<file path="src/hw/rtl/ffa_pkg.sv">
// Shared types, constants and codes for the first-fit allocator.
package ffa_pkg;

	localparam int MAX_ENTRIES = 16;
	localparam int ADDR_BITS = 32;
	localparam int DATA_W = 32;
	localparam int IDX_W = (MAX_ENTRIES > 1) ? $clog2(MAX_ENTRIES) : 1;
	localparam int CNT_W = $clog2(MAX_ENTRIES + 1);

	typedef logic [DATA_W-1:0] word_t;
	typedef logic [DATA_W:0] wide_t;
	typedef logic [IDX_W-1:0] idx_t;
	typedef logic [CNT_W-1:0] cnt_t;

	localparam word_t ADDR_MASK = (ADDR_BITS >= DATA_W) ? '1 :
		word_t'((64'd1 << ADDR_BITS) - 64'd1);
	localparam wide_t ALIGN_ADD = wide_t'(7);
	localparam wide_t ALIGN_MASK = ~wide_t'(7);
	localparam word_t HEAP_BASE_RST = '0;
	localparam word_t HEAP_LIMIT_RST = word_t'(65536);
	localparam cnt_t MAX_COUNT = cnt_t'(MAX_ENTRIES);

	typedef enum logic [2:0] {
		ST_OK = 3'd0,
		ST_NO_SPACE = 3'd1,
		ST_FULL = 3'd2,
		ST_NOT_FOUND = 3'd3,
		ST_ZERO = 3'd4
	} status_t;

	typedef enum logic {
		CMD_ALLOC = 1'b0,
		CMD_FREE = 1'b1
	} cmd_t;

	typedef enum logic {
		CFG_HEAP_BASE = 1'b0,
		CFG_HEAP_LIMIT = 1'b1
	} cfg_idx_t;

	typedef enum logic [1:0] {
		CH_HOLD,
		CH_INSERT,
		CH_DELETE
	} chain_op_t;

	typedef enum logic [1:0] {
		CELL_HOLD,
		CELL_LOAD,
		CELL_TAKE_PREV,
		CELL_TAKE_NEXT
	} cell_op_t;

	typedef struct packed {
		chain_op_t op;
		cnt_t slot;
		cnt_t count;
		word_t start;
		word_t len;
	} chain_cmd_t;

endpackage

</file>
<file path="src/hw/rtl/ffa_if.sv">
// Request and response channel interfaces of the allocator.
interface ffa_req_if;
	logic valid;
	logic ready;
	logic cmd;
	ffa_pkg::word_t req_size;
	ffa_pkg::word_t free_address;

	modport source (output valid, output cmd, output req_size, output free_address,
		input ready);
	modport sink (input valid, input cmd, input req_size, input free_address,
		output ready);
endinterface

interface ffa_rsp_if;
	logic valid;
	logic ready;
	ffa_pkg::word_t block_address;
	logic [2:0] status;

	modport source (output valid, output block_address, output status, input ready);
	modport sink (input valid, input block_address, input status, output ready);
endinterface

</file>
<file path="src/hw/rtl/ffa_cell.sv">
// One table cell holding the start and length of an allocated block.
module ffa_cell (
	input logic clk,
	input ffa_pkg::cell_op_t op,
	input ffa_pkg::word_t prev_start,
	input ffa_pkg::word_t prev_len,
	input ffa_pkg::word_t next_start,
	input ffa_pkg::word_t next_len,
	input ffa_pkg::word_t wr_start,
	input ffa_pkg::word_t wr_len,
	output ffa_pkg::word_t start,
	output ffa_pkg::word_t len
);
	import ffa_pkg::*;

	word_t start_q;
	word_t len_q;

	always_ff @(posedge clk) begin
		case (op)
			CELL_LOAD: begin
				start_q <= wr_start;
				len_q <= wr_len;
			end
			CELL_TAKE_PREV: begin
				start_q <= prev_start;
				len_q <= prev_len;
			end
			CELL_TAKE_NEXT: begin
				start_q <= next_start;
				len_q <= next_len;
			end
			default: begin
				start_q <= start_q;
				len_q <= len_q;
			end
		endcase
	end

	assign start = start_q;
	assign len = len_q;
endmodule

</file>
<file path="src/hw/rtl/ffa_chain.sv">
// Row of table cells with insert and delete shifting and an indexed read port.
module ffa_chain (
	input logic clk,
	input ffa_pkg::chain_cmd_t cmd,
	input ffa_pkg::idx_t rd_idx,
	output ffa_pkg::word_t rd_start,
	output ffa_pkg::word_t rd_len
);
	import ffa_pkg::*;

	word_t start_w [MAX_ENTRIES];
	word_t len_w [MAX_ENTRIES];
	cell_op_t op_w [MAX_ENTRIES];

	for (genvar i = 0; i < MAX_ENTRIES; i++) begin : g_cell
		localparam cnt_t POS = cnt_t'(i);
		word_t prev_start;
		word_t prev_len;
		word_t next_start;
		word_t next_len;

		if (i == 0) begin : g_first
			assign prev_start = '0;
			assign prev_len = '0;
		end else begin : g_mid_lo
			assign prev_start = start_w[i-1];
			assign prev_len = len_w[i-1];
		end

		if (i == MAX_ENTRIES - 1) begin : g_last
			assign next_start = '0;
			assign next_len = '0;
		end else begin : g_mid_hi
			assign next_start = start_w[i+1];
			assign next_len = len_w[i+1];
		end

		always_comb begin
			op_w[i] = CELL_HOLD;
			case (cmd.op)
				CH_INSERT: begin
					if (POS == cmd.slot) begin
						op_w[i] = CELL_LOAD;
					end else if (POS > cmd.slot && POS <= cmd.count) begin
						op_w[i] = CELL_TAKE_PREV;
					end
				end
				CH_DELETE: begin
					if (POS >= cmd.slot && {1'b0, POS} + 1'b1 < {1'b0, cmd.count}) begin
						op_w[i] = CELL_TAKE_NEXT;
					end
				end
				default: op_w[i] = CELL_HOLD;
			endcase
		end

		ffa_cell u_cell (
			.clk(clk),
			.op(op_w[i]),
			.prev_start(prev_start),
			.prev_len(prev_len),
			.next_start(next_start),
			.next_len(next_len),
			.wr_start(cmd.start),
			.wr_len(cmd.len),
			.start(start_w[i]),
			.len(len_w[i])
		);
	end

	assign rd_start = start_w[rd_idx];
	assign rd_len = len_w[rd_idx];
endmodule

</file>
<file path="src/hw/rtl/first_fit_allocator_sorted_table.sv">
// Top level of the first-fit allocator over a sorted table of allocated blocks.
//
//   channel  direction  payload                       handshake
//   req      in         cmd, req_size, free_address   valid/ready
//   rsp      out        block_address, status         valid/ready
//   cfg      in         cfg_index, cfg_data           cfg_we, no wait
//
// An allocate walks the table one entry per cycle from the chain read port, then
// does the fit check and the insert in S_FIT, which waits for a free response
// register. A free walks until the matching entry or the end of the table. Zero
// size and full table answer from S_RESP without a walk. A new request is taken
// only once the previous one is finished and the block is back in idle.
// Reset empties the table at once; cell contents are not cleared.
// A stalled response holds the finished item; the next request is taken once it is
// registered for delivery.
module first_fit_allocator_sorted_table (
	input logic clk,
	input logic arst_n,
	ffa_req_if.sink req,
	ffa_rsp_if.source rsp,
	input logic cfg_we,
	input logic [0:0] cfg_index,
	input ffa_pkg::word_t cfg_data
);
	import ffa_pkg::*;

	typedef enum logic [2:0] {
		S_IDLE,
		S_WALK,
		S_FIT,
		S_FREE,
		S_RESP
	} state_t;

	state_t state_q;
	cnt_t count_q;
	cnt_t idx_q;
	wide_t pos_q;
	wide_t size_q;
	word_t addr_q;
	status_t res_status_q;
	word_t heap_base_q;
	word_t heap_limit_q;
	logic rsp_valid_q;
	word_t rsp_addr_q;
	status_t rsp_status_q;

	chain_cmd_t chain_cmd;
	word_t rd_start;
	word_t rd_len;
	wide_t s_w;
	wide_t e_w;
	wide_t limit_w;
	logic at_end;
	logic gap_fit;
	logic room;
	logic free_hit;
	logic out_free;
	logic accept;
	logic rsp_load;
	word_t rsp_load_addr;
	status_t rsp_load_status;

	ffa_chain u_chain (
		.clk(clk),
		.cmd(chain_cmd),
		.rd_idx(idx_q[IDX_W-1:0]),
		.rd_start(rd_start),
		.rd_len(rd_len)
	);

	always_comb begin
		s_w = {1'b0, rd_start};
		e_w = s_w + {1'b0, rd_len};
		limit_w = {1'b0, heap_limit_q & ADDR_MASK};
		at_end = (idx_q == count_q);
		gap_fit = (s_w >= pos_q) && ((s_w - pos_q) >= size_q);
		room = (pos_q <= limit_w) && ((limit_w - pos_q) >= size_q);
		free_hit = (rd_start == addr_q);
		out_free = !rsp_valid_q || rsp.ready;
		accept = req.valid && (state_q == S_IDLE);

		rsp_load = 1'b0;
		rsp_load_addr = '0;
		rsp_load_status = ST_OK;
		chain_cmd.op = CH_HOLD;
		chain_cmd.slot = idx_q;
		chain_cmd.count = count_q;
		chain_cmd.start = pos_q[DATA_W-1:0];
		chain_cmd.len = size_q[DATA_W-1:0];

		case (state_q)
			S_FIT: begin
				if (out_free) begin
					rsp_load = 1'b1;
					if (room) begin
						rsp_load_addr = pos_q[DATA_W-1:0];
						rsp_load_status = ST_OK;
						chain_cmd.op = CH_INSERT;
					end else begin
						rsp_load_status = ST_NO_SPACE;
					end
				end
			end
			S_FREE: begin
				if (out_free) begin
					if (at_end) begin
						rsp_load = 1'b1;
						rsp_load_status = ST_NOT_FOUND;
					end else if (free_hit) begin
						rsp_load = 1'b1;
						rsp_load_status = ST_OK;
						chain_cmd.op = CH_DELETE;
					end
				end
			end
			S_RESP: begin
				if (out_free) begin
					rsp_load = 1'b1;
					rsp_load_status = res_status_q;
				end
			end
			default: rsp_load = 1'b0;
		endcase
	end

	always_ff @(posedge clk or negedge arst_n) begin
		if (!arst_n) begin
			heap_base_q <= HEAP_BASE_RST;
			heap_limit_q <= HEAP_LIMIT_RST;
		end else if (cfg_we) begin
			if (cfg_index == CFG_HEAP_BASE) begin
				heap_base_q <= cfg_data;
			end else begin
				heap_limit_q <= cfg_data;
			end
		end
	end

	always_ff @(posedge clk or negedge arst_n) begin
		if (!arst_n) begin
			state_q <= S_IDLE;
			count_q <= '0;
			idx_q <= '0;
			pos_q <= '0;
			size_q <= '0;
			addr_q <= '0;
			res_status_q <= ST_OK;
			rsp_valid_q <= 1'b0;
			rsp_addr_q <= '0;
			rsp_status_q <= ST_OK;
		end else begin
			if (rsp_load) begin
				rsp_valid_q <= 1'b1;
				rsp_addr_q <= rsp_load_addr;
				rsp_status_q <= rsp_load_status;
			end else if (rsp.ready) begin
				rsp_valid_q <= 1'b0;
			end

			case (state_q)
				S_IDLE: begin
					if (accept) begin
						idx_q <= '0;
						if (req.cmd == CMD_FREE) begin
							addr_q <= req.free_address & ADDR_MASK;
							state_q <= S_FREE;
						end else if (req.req_size == '0) begin
							res_status_q <= ST_ZERO;
							state_q <= S_RESP;
						end else if (count_q >= MAX_COUNT) begin
							res_status_q <= ST_FULL;
							state_q <= S_RESP;
						end else begin
							size_q <= ({1'b0, req.req_size} + ALIGN_ADD) & ALIGN_MASK;
							pos_q <= {1'b0, heap_base_q & ADDR_MASK};
							state_q <= S_WALK;
						end
					end
				end
				S_WALK: begin
					if (at_end || gap_fit) begin
						state_q <= S_FIT;
					end else begin
						if (e_w > pos_q) begin
							pos_q <= e_w;
						end
						idx_q <= idx_q + 1'b1;
					end
				end
				S_FIT: begin
					if (out_free) begin
						if (room) begin
							count_q <= count_q + 1'b1;
						end
						state_q <= S_IDLE;
					end
				end
				S_FREE: begin
					if (at_end) begin
						if (out_free) begin
							state_q <= S_IDLE;
						end
					end else if (free_hit) begin
						if (out_free) begin
							count_q <= count_q - 1'b1;
							state_q <= S_IDLE;
						end
					end else begin
						idx_q <= idx_q + 1'b1;
					end
				end
				S_RESP: begin
					if (out_free) begin
						state_q <= S_IDLE;
					end
				end
				default: state_q <= S_IDLE;
			endcase
		end
	end

	assign req.ready = (state_q == S_IDLE);
	assign rsp.valid = rsp_valid_q;
	assign rsp.block_address = rsp_addr_q;
	assign rsp.status = rsp_status_q;

`ifndef SYNTHESIS
	a_one_at_a_time: assert property (@(posedge clk) disable iff (!arst_n)
		accept |=> !req.ready)
		else $error("request accepted while another item was in progress");

	a_insert_counts: assert property (@(posedge clk) disable iff (!arst_n)
		chain_cmd.op == CH_INSERT |=> count_q == $past(count_q) + 1'b1)
		else $error("insert did not grow the table by one entry");

	a_delete_nonempty: assert property (@(posedge clk) disable iff (!arst_n)
		chain_cmd.op == CH_DELETE |-> count_q != '0 && idx_q < count_q)
		else $error("delete issued on a missing entry");

	a_fail_addr_zero: assert property (@(posedge clk) disable iff (!arst_n)
		rsp_load && rsp_load_status != ST_OK |-> rsp_load_addr == '0)
		else $error("failed request carries a nonzero address");

	a_count_bound: assert property (@(posedge clk) disable iff (!arst_n)
		state_q == S_WALK |-> count_q < MAX_COUNT && idx_q <= count_q)
		else $error("table walk on a full table or past its end");
`endif
endmodule
</file>
<file path="src/flat_wrapper.sv">
// flat-port wrapper written by rule: the top's interface ports become plain ports
module first_fit_allocator_sorted_table_flat import ffa_pkg::*;
  (clk, arst_n, cfg_we, cfg_index, cfg_data, req_valid, req_cmd, req_req_size, req_free_address, req_ready, rsp_valid, rsp_block_address, rsp_status, rsp_ready);
  ffa_req_if req_i ();
  ffa_rsp_if rsp_i ();
  input logic clk;
  input logic arst_n;
  input logic cfg_we;
  input logic [0:0] cfg_index;
  input ffa_pkg::word_t cfg_data;
  input wire logic [$bits(req_i.valid)-1:0] req_valid;
  input wire logic [$bits(req_i.cmd)-1:0] req_cmd;
  input wire logic [$bits(req_i.req_size)-1:0] req_req_size;
  input wire logic [$bits(req_i.free_address)-1:0] req_free_address;
  output wire logic [$bits(req_i.ready)-1:0] req_ready;
  output wire logic [$bits(rsp_i.valid)-1:0] rsp_valid;
  output wire logic [$bits(rsp_i.block_address)-1:0] rsp_block_address;
  output wire logic [$bits(rsp_i.status)-1:0] rsp_status;
  input wire logic [$bits(rsp_i.ready)-1:0] rsp_ready;
  assign req_i.valid = req_valid;
  assign req_i.cmd = req_cmd;
  assign req_i.req_size = req_req_size;
  assign req_i.free_address = req_free_address;
  assign req_ready = req_i.ready;
  assign rsp_valid = rsp_i.valid;
  assign rsp_block_address = rsp_i.block_address;
  assign rsp_status = rsp_i.status;
  assign rsp_i.ready = rsp_ready;
  first_fit_allocator_sorted_table u_core (.clk(clk), .arst_n(arst_n), .req(req_i), .rsp(rsp_i), .cfg_we(cfg_we), .cfg_index(cfg_index), .cfg_data(cfg_data));
endmodule
</file>
<file path="config.mk">
export PLATFORM = sky130hd
export DESIGN_NAME = first_fit_allocator_sorted_table_flat
export DESIGN_NICKNAME = d
export VERILOG_FILES = /design/src/hw/rtl/ffa_pkg.sv /design/src/hw/rtl/ffa_if.sv /design/src/hw/rtl/ffa_cell.sv /design/src/hw/rtl/ffa_chain.sv /design/src/hw/rtl/first_fit_allocator_sorted_table.sv /design/src/flat_wrapper.sv
export SDC_FILE = /design/constraint.sdc
export NUM_CORES = 2
export LEC_CHECK = 0
export BUFFER_PORTS_ARGS = -buffer_cell sky130_fd_sc_hd__buf_2
export CAP_MARGIN = 10
export CELL_PAD_IN_SITES_DETAIL_PLACEMENT = 1
export CELL_PAD_IN_SITES_GLOBAL_PLACEMENT = 1
export CORE_MARGIN = 2
export CORE_UTILIZATION = 52
export DETAILED_ROUTE_END_ITERATION = 12
export MAX_ROUTING_LAYER = met4
export PLACE_DENSITY = 0.77
export SLEW_MARGIN = 20
export SYNTH_ARGS = -nofsm -noshare
export SYNTH_HDL_FRONTEND = slang
export SYNTH_SLANG_ARGS = --single-unit
</file>
<file path="constraint.sdc">
create_clock -name clk -period 13.44 [get_ports clk]
set_input_delay 2.688 -clock clk [delete_from_list [all_inputs] [get_ports clk]]
set_output_delay 2.688 -clock clk [all_outputs]
set_load 0.02 [all_outputs]
</file>
=== Word-level counts from Yosys, hierarchy flattened ===
Cells that the tools add are included.

* Register bits after elaboration: 1,235
* Bits in latches: 0
* Memory bits (writable): 0
* ROM bits: 0
* Bits of input ports: 103
* Output and inout port bits: 37
* Word-level logic and storage cells: 437
* Memories: 0

* Add/subtract/negate cells: 7
* Multipliers: 0
* Divide/modulo/power cells: 0
* $lt $le $gt $ge: 71
* Equal/unequal tests: 85
* Shift operators: 0
* Muxes and demuxes: 153
* Bitwise operators: 5
* Reductions and logical operators: 72

{| class="wikitable"
|+ Operators by type and width
! kind !! number
|-
| 32-bit case mux with 3 select lines || 32
|-
| 32-bit binary-select mux with 4-bit select || 2
|-
| 32-bit two-way mux || 7
|-
| 33-bit two-way mux || 6
|-
| 2-bit two-way mux || 53
|-
| 2-bit case mux with 2 select lines || 17
|-
| 2-bit equality test, second input constant || 33
|-
| 33-bit greater-or-equal comparator || 2
|-
| 33-bit case mux with 2 select lines || 1
|-
| 32-bit by 33-bit subtractor with 33-bit output || 2
|-
| 3-bit nonzero test || 17
|-
| 5-bit two-way mux || 9
|-
| 4-bit by 5-bit equality test with 1-bit output, first input constant || 8
|-
| 4-bit by 5-bit greater-or-equal comparator with 1-bit output, first input constant || 8
|-
| 4-bit by 5-bit > comparator with 1-bit output, first input constant || 8
|-
| 4-bit by 5-bit <= comparator with 1-bit output, first input constant || 8
|-
| 4-bit by 5-bit less-than comparator with 1-bit output, first input constant || 8
|-
| 3-bit two-way mux || 13
|-
| 1-bit logical AND || 35
|-
| 2-bit by 1-bit equality test with 1-bit output, second input constant || 17
|-
| 32-bit by 3-bit adder with 33-bit output, second input constant || 1
|-
| 32-bit by 32-bit adder with 33-bit output || 1
|-
| 32-bit by 33-bit greater-or-equal comparator with 1-bit output || 1
|-
| 33-bit > comparator || 1
|-
| 49 further kinds || 103
|}

=== Longest topological paths before layout ===
* Depth in word-level cells: 13
* Depth in mapped cells: 41
* Gate-level depth less buffers: 33

=== By module ===
A second synthesis with hierarchy kept.

* Cells, all modules: 6,831
* Area total of the unflattened synthesis: 77,062.7 um^2

{| class="wikitable"
|+ Modules (own cells, without submodules)
! module !! times used !! cells each !! area each (um^2) !! sequential area each (um^2)
|-
| ffa_cell || 16 || 278 || 3,306.9 || 1,921.8
|-
| first_fit_allocator_sorted_table || 1 || 1,686 || 15,860.2 || 5,256.3
|-
| ffa_chain || 1 || 697 || 8,291.7 || 0.0
|}

=== Worst setup path before layout ===
No wires, ideal clock.

* Path type: register -> register
* Start point: register u_core.pos_q[3]
* End point: register u_core.u_chain.g_cell[10].u_cell.len_q[0], enable pin
* Setup time: 0.581 ns
* Arrival: 10.798 ns
* Data required time: 12.859 ns
* Path slack: 2.061 ns
* Cell stages (with the launch flop): 34
* Buffers on the path: 6
* Clock period less this slack: 11.379 ns
* Cell sequence: dfrtp_1 clkbuf_1 clkbuf_1 inv_1 ha_1 a21o_1 a21oi_1 a31oi_1 o2111ai_1 o211ai_1 a21oi_1 nor2b_1 o21a_1 o21a_1 nor2_1 xnor2_1 ha_1 nand2_1 nor2_1 nand3_1 a21o_1 o211ai_1 a2111oi_0 o21ai_0 nor4b_1 o211a_1 and2_1 clkbuf_1 clkbuf_1 ha_1 clkbuf_1 clkbuf_1 o21ai_0 a211oi_1

* Word-level cells in the longest chain between the ends: 10
* Elaborated cells on any way between the ends: 14
* Classes of those cells: add/sub: 1; order compare: 2; eq/ne: 5; mux: 4; reduce/logical: 2

{| class="wikitable"
|+ Ends and longest elaborated chain
! item !! RTL line !! source
|-
| start, declared || first_fit_allocator_sorted_table.sv:38 || <nowiki>wide_t pos_q;</nowiki>
|-
| start signal, assigned || first_fit_allocator_sorted_table.sv:176 || <nowiki>pos_q <= {1'b0, heap_base_q & ADDR_MASK};</nowiki>
|-
| start signal, assigned || first_fit_allocator_sorted_table.sv:186 || <nowiki>pos_q <= e_w;</nowiki>
|-
| 32-bit by 33-bit subtractor with 33-bit output || first_fit_allocator_sorted_table.sv:78 || <nowiki>room = (pos_q <= limit_w) && ((limit_w - pos_q) >= size_q);</nowiki>
|-
| 33-bit greater-or-equal comparator || first_fit_allocator_sorted_table.sv:78 ||
|-
| 1-bit logical AND (*) || first_fit_allocator_sorted_table.sv:78 ||
|-
| 1-bit two-way mux (*) || first_fit_allocator_sorted_table.sv:96 || <nowiki>if (room) begin</nowiki>
|-
| 2-bit two-way mux (*) || first_fit_allocator_sorted_table.sv:94 || <nowiki>if (out_free) begin</nowiki>
|-
| 2-bit case mux with 2 select lines (*) || first_fit_allocator_sorted_table.sv:92 || <nowiki>case (state_q)</nowiki>
|-
| 2-bit equality test / 2-bit by 1-bit equality test with 1-bit output (equally long branches) || ffa_chain.sv:40 || <nowiki>case (cmd.op)</nowiki>
|-
| 2-bit case mux with 2 select lines (*) || ffa_chain.sv:40 ||
|-
| 2-bit by 1-bit equality test with 1-bit output / 2-bit equality test (equally long branches) || ffa_cell.sv:20 || <nowiki>case (op)</nowiki>
|-
| 3-bit nonzero test (no source line) (*) || - ||
|-
| end signal, assigned || ffa_cell.sv:23 || <nowiki>len_q <= wr_len;</nowiki>
|-
| end signal, assigned || ffa_cell.sv:27 || <nowiki>len_q <= prev_len;</nowiki>
|-
| end signal, assigned || ffa_cell.sv:31 || <nowiki>len_q <= next_len;</nowiki>
|-
| end, declared || ffa_cell.sv:17 || <nowiki>word_t len_q;</nowiki>
|}

Mark *: on every way between the ends. The rest lies on a longest branch, timed or not.
A chain may end at the register's enable or synchronous reset.

=== Worst setup path after layout ===
* Start point: register u_core.pos_q[1]
* End point: register u_core.u_chain.g_cell[14].u_cell.len_q[22], enable pin

* Word-level cells in the longest chain between the ends: 10
* Elaborated cells on any way between the ends: 14
* Classes of those cells: add/sub: 1; order compare: 2; eq/ne: 5; mux: 4; reduce/logical: 2

{| class="wikitable"
|+ Ends and longest elaborated chain
! item !! RTL line
|-
| 32-bit by 33-bit subtractor with 33-bit output || first_fit_allocator_sorted_table.sv:78
|-
| 33-bit greater-or-equal comparator || first_fit_allocator_sorted_table.sv:78
|-
| 1-bit logical AND (*) || first_fit_allocator_sorted_table.sv:78
|-
| 1-bit two-way mux (*) || first_fit_allocator_sorted_table.sv:96
|-
| 2-bit two-way mux (*) || first_fit_allocator_sorted_table.sv:94
|-
| 2-bit case mux with 2 select lines (*) || first_fit_allocator_sorted_table.sv:92
|-
| 2-bit equality test / 2-bit by 1-bit equality test with 1-bit output (equally long branches) || ffa_chain.sv:40
|-
| 2-bit case mux with 2 select lines (*) || ffa_chain.sv:40
|-
| 2-bit by 1-bit equality test with 1-bit output / 2-bit equality test (equally long branches) || ffa_cell.sv:20
|-
| 3-bit nonzero test (no source line) (*) || -
|-
| end signal, assigned || ffa_cell.sv:23
|-
| end signal, assigned || ffa_cell.sv:27
|-
| end signal, assigned || ffa_cell.sv:31
|-
| end, declared || ffa_cell.sv:17
|}

Marks and branches as above.

==> impl_metrics.csv <==
group,metric,value,unit
timing,fin_worst_skew,0.0463,ns
grt,antenna_found_initial,18,
yosys,synth-async-reset-ratio,17.0,%
timing,slew_headroom,15.3,%
yosys,syn_inst,6739,
pwr,seq_power_share,30.8,%
yosys,yosysUniqueCellTypes,86,
timing,timing.setup.tns,0,ns
cts,clk_path_buf_depth,3,
setup_path,worstPathRequired,13.85,ns
placed_design,gp_congestion,0.949,
cts,clock_latency,0.82,ns
cts,cts_tree,"done",
floorplanning,die_h,384,µm
finish,utilization,57.3,%
route,firstDrtPassIters,6,
finish,area_growth_syn_to_layout,9.48,%
yosys,synthFlopType,"edfxtp_1",
setup_path,slowest_stage,"dfrtp_1",
placed_design,io_buffer_count,139,
timing,worst_pin_slew,1.27,ns
timing,fin_hold_ws,0.486,ns
pwr,p_per_area,223,nW/µm²
route,wl,312000,µm
yosys,synth_edf_count,1024,
timing,max_freq,93.1,MHz
timing,timing.final.ws_setup,2.70,ns
cts,cts.sinks,1234,
pwr,p_sw_share,43.4,%
pwr,p_clk_share,21.6,%
grt,first_global_vias,62400,
finish,mostFrequentLayoutCells,"edfxtp_1, mux2i_1, nor2_1",
grt,grt_pass1_wl,444000,µm
timing,rsz0062_at_grt,"false",
status,status,"complete, no violations",
setup_path,worst_path_largest_cell_delay,0.95,ns
cts,postCtsHoldBufs,0,
cts,cts_root_buffer,"clkbuf_16",
cts,cts_max_level,4,
cts,cts_buffers,143,
cts,cts_resized,0,
route,drcViolationCount,0,
yosys,ys_seq_area_share,47.9,%
timing,report.final.slew_viol_count,0,
setup_path,endpoint_kind,"flop",
yosys,avgSynthCellArea,11.2,µm²
hold_path,hold_path.class,"flop to flop",
route,ant_nets,0,
timing,finalHoldViolations,0,
timing,report.final.setup_viol,0,
yosys,synthTopCellsByArea,"edfxtp_1, mux2i_1, mux4_2, dfrtp_1, a21oi_1",
setup_path,crit_path_start_kind,"flop",
floorplanning,io_pins,140,
yosys,ys_warn_count,0,
timing,fin_crit_sh,79.9,%
yosys,synth_top_cell_by_area,"edfxtp_1",
floorplanning,die-area,148000,µm²
pwr,share_comb_of_total_power,47.6,%
floorplanning,rows,139,
finish,layout_commonest_cell,"edfxtp_1",
setup_path,crit_type,"flop to flop",
finish,fin_cells,8617,
setup_path,worstPathArrival,11.14,ns
pwr,total_leakage_power,31.4,nW
finish,drive_gt1_share,14.3,%
yosys,netlist_area,75100,µm²
route,vias_per_cell,7.15,
floorplanning,die_width,384,µm
timing,fin_crit,10.74,ns
placed_design,hpwl,189000,µm
pwr,ir_drop,174,µV
route,via_count,61600,
cts,clk_pin_slew_worst_paths,0.06,ns
yosys,synth_top_area_share,40.9,%
yosys,syn-num-nets,7042,
setup_path,cp_max_fo,55,
floorplanning,start_util,52.4,%
finish,multiInputGateArea,36800,µm²
yosys,synth-seq-cells,1234,
pwr,p_int,0.0104,W
flow_run,drv_cap,0,
cts,cts_setup_buffers,0,
finish,fillCellCount,14800,
placed_design,dp_cells,8341,
setup_path,crit_top_cell,"nand2_1",
grt,grt_overflow,0,
grt,track_usage,43.1,%
finish,regArea,36000,µm²
placed_design,place_ws,3.10,ns
route,first_iter_violations,8021,
pwr,power.switching,0.00795,W
floorplanning,core_area,143000,µm²
finish,fin_nets,6887,
grt,grt_max_degree,127,
route,wl_per_cell,36.2,µm
==> logic make-up (layout without fill, tap and decap cells) <==
group | Yosys count | count (layout) | synth area share (%)
other cells | 0 | 14 | 0
buf+inv | 694 | 655 | 3.74
flops | 1234 | 1234 | 47.9
simple gates | 1519 | 1519 | 8.61
fa+ha+maj | 200 | 200 | 3.34
mux | 1346 | 1346 | 22.1
compound gates | 1601 | 1601 | 12.6
xor+xnor | 145 | 145 | 1.69
==> power by group through the flow <==
stage	clock network [W]	logic, W	registers (W)
6_report	0.00395	0.00872	0.00564
4_1_cts	0.00396	0.00847	0.00559
3_3_place_gp	0	0.00800	0.00565
3_5_place_dp	0	0.00838	0.00566
5_1_grt	0.00410	0.00939	0.00564
2_1_floorplan	0	0.00587	0.00505
==> flip-flops by register name, indices dropped and copies added (netlist names) <==
name / count
u_core.u_chain.g_cell.u_cell.len: 512
u_core.size_q: 30
u_core.pos_q: 33
u_core.heap_limit_q: 32
u_core.idx_q: 5
u_core.rsp.valid: 1
u_core.u_chain.g_cell.u_cell.start: 512
u_core.rsp.status: 3
u_core.addr_q: 32
u_core.heap_base_q: 32
u_core.state_q: 3
u_core.count_q: 5
u_core.res_status_q: 2
u_core.rsp.block_address: 32
==> cell type report <==
type | instances | share of cell area (%)
antenna | 14 | 0.0426
clock buffer | 183 | 4.71
clock inverter | 78 | 0.846
inverter | 100 | 0.459
multi-input combinational | 4811 | 44.7
sequential | 1234 | 43.8
tap | 1903 | 2.89
timing repair buffer | 294 | 2.52
==> metal layers <==
layer  global-route usage, %  routed length (µm)
met1                    52.9              116000
met5                       -                   0
met2                    63.2              136000
met3                    11.5               35300
met4                    27.4               23900
==> path summary, 6_finish.rpt <==
| check | startpoint | end | slack (ns) | cells past startpoint |
|---|---|---|---|---|
| max in group asynchronous | arst_n | u_core.size_q[21]$_DFFE_PN0P_ | 10.00 | 2 |
| hold / removal | u_core.size_q[26]$_DFFE_PN0P_ | u_core.size_q[26]$_DFFE_PN0P_ | 0.49 | 2 |
| hold reg to reg | u_core.size_q[26]$_DFFE_PN0P_ | u_core.size_q[26]$_DFFE_PN0P_ | 0.49 | 2 |
| min in group asynchronous | arst_n | u_core.rsp.block_address[14]$_DFFE_PN0P_ | 1.86 | 1 |
| setup reg to reg | u_core.pos_q[1]$_DFFE_PN0P_ | u_core.u_chain.g_cell[14].u_cell.len[22]$_DFFE_PP_ | 2.70 | 34 |
| setup / recovery | u_core.pos_q[1]$_DFFE_PN0P_ | u_core.u_chain.g_cell[14].u_cell.len[22]$_DFFE_PP_ | 2.70 | 34 |
==> critical path, delay by kind of cell (launching register included) <==
family                   cells  cell delay, ns
AO/OA/AOI/OAI               14            3.07
XOR/XNOR                     1            0.09
adder cells (fa/ha/maj)      3            1.44
buffers and inverters        4            1.95
flip-flops                   1            0.95
AND/OR/NAND/NOR             12            2.73
==> Yosys cell counts, drive strengths merged, types with 154 or more instances <==
cell type / count
o21ai: 503
buf: 213
nand2: 545
mux4: 234
dfrtp: 209
clkbuf: 381
edfxtp: 1024
nor2: 642
ha: 199
a21oi: 636
a22o: 154
mux2i: 978
==> through the flow <==
| stage | total power [W] | instance area, µm² |
|---|---|---|
| floorplan | 0.0109 | 75100 |
| global placement | 0.0136 | 77600 |
| detailed placement | 0.0140 | 77600 |
| CTS | 0.0180 | 82200 |
| global route | 0.0191 | 82300 |
| finish | 0.0183 | 82300 |
Power figures use the tool's default switching activity.
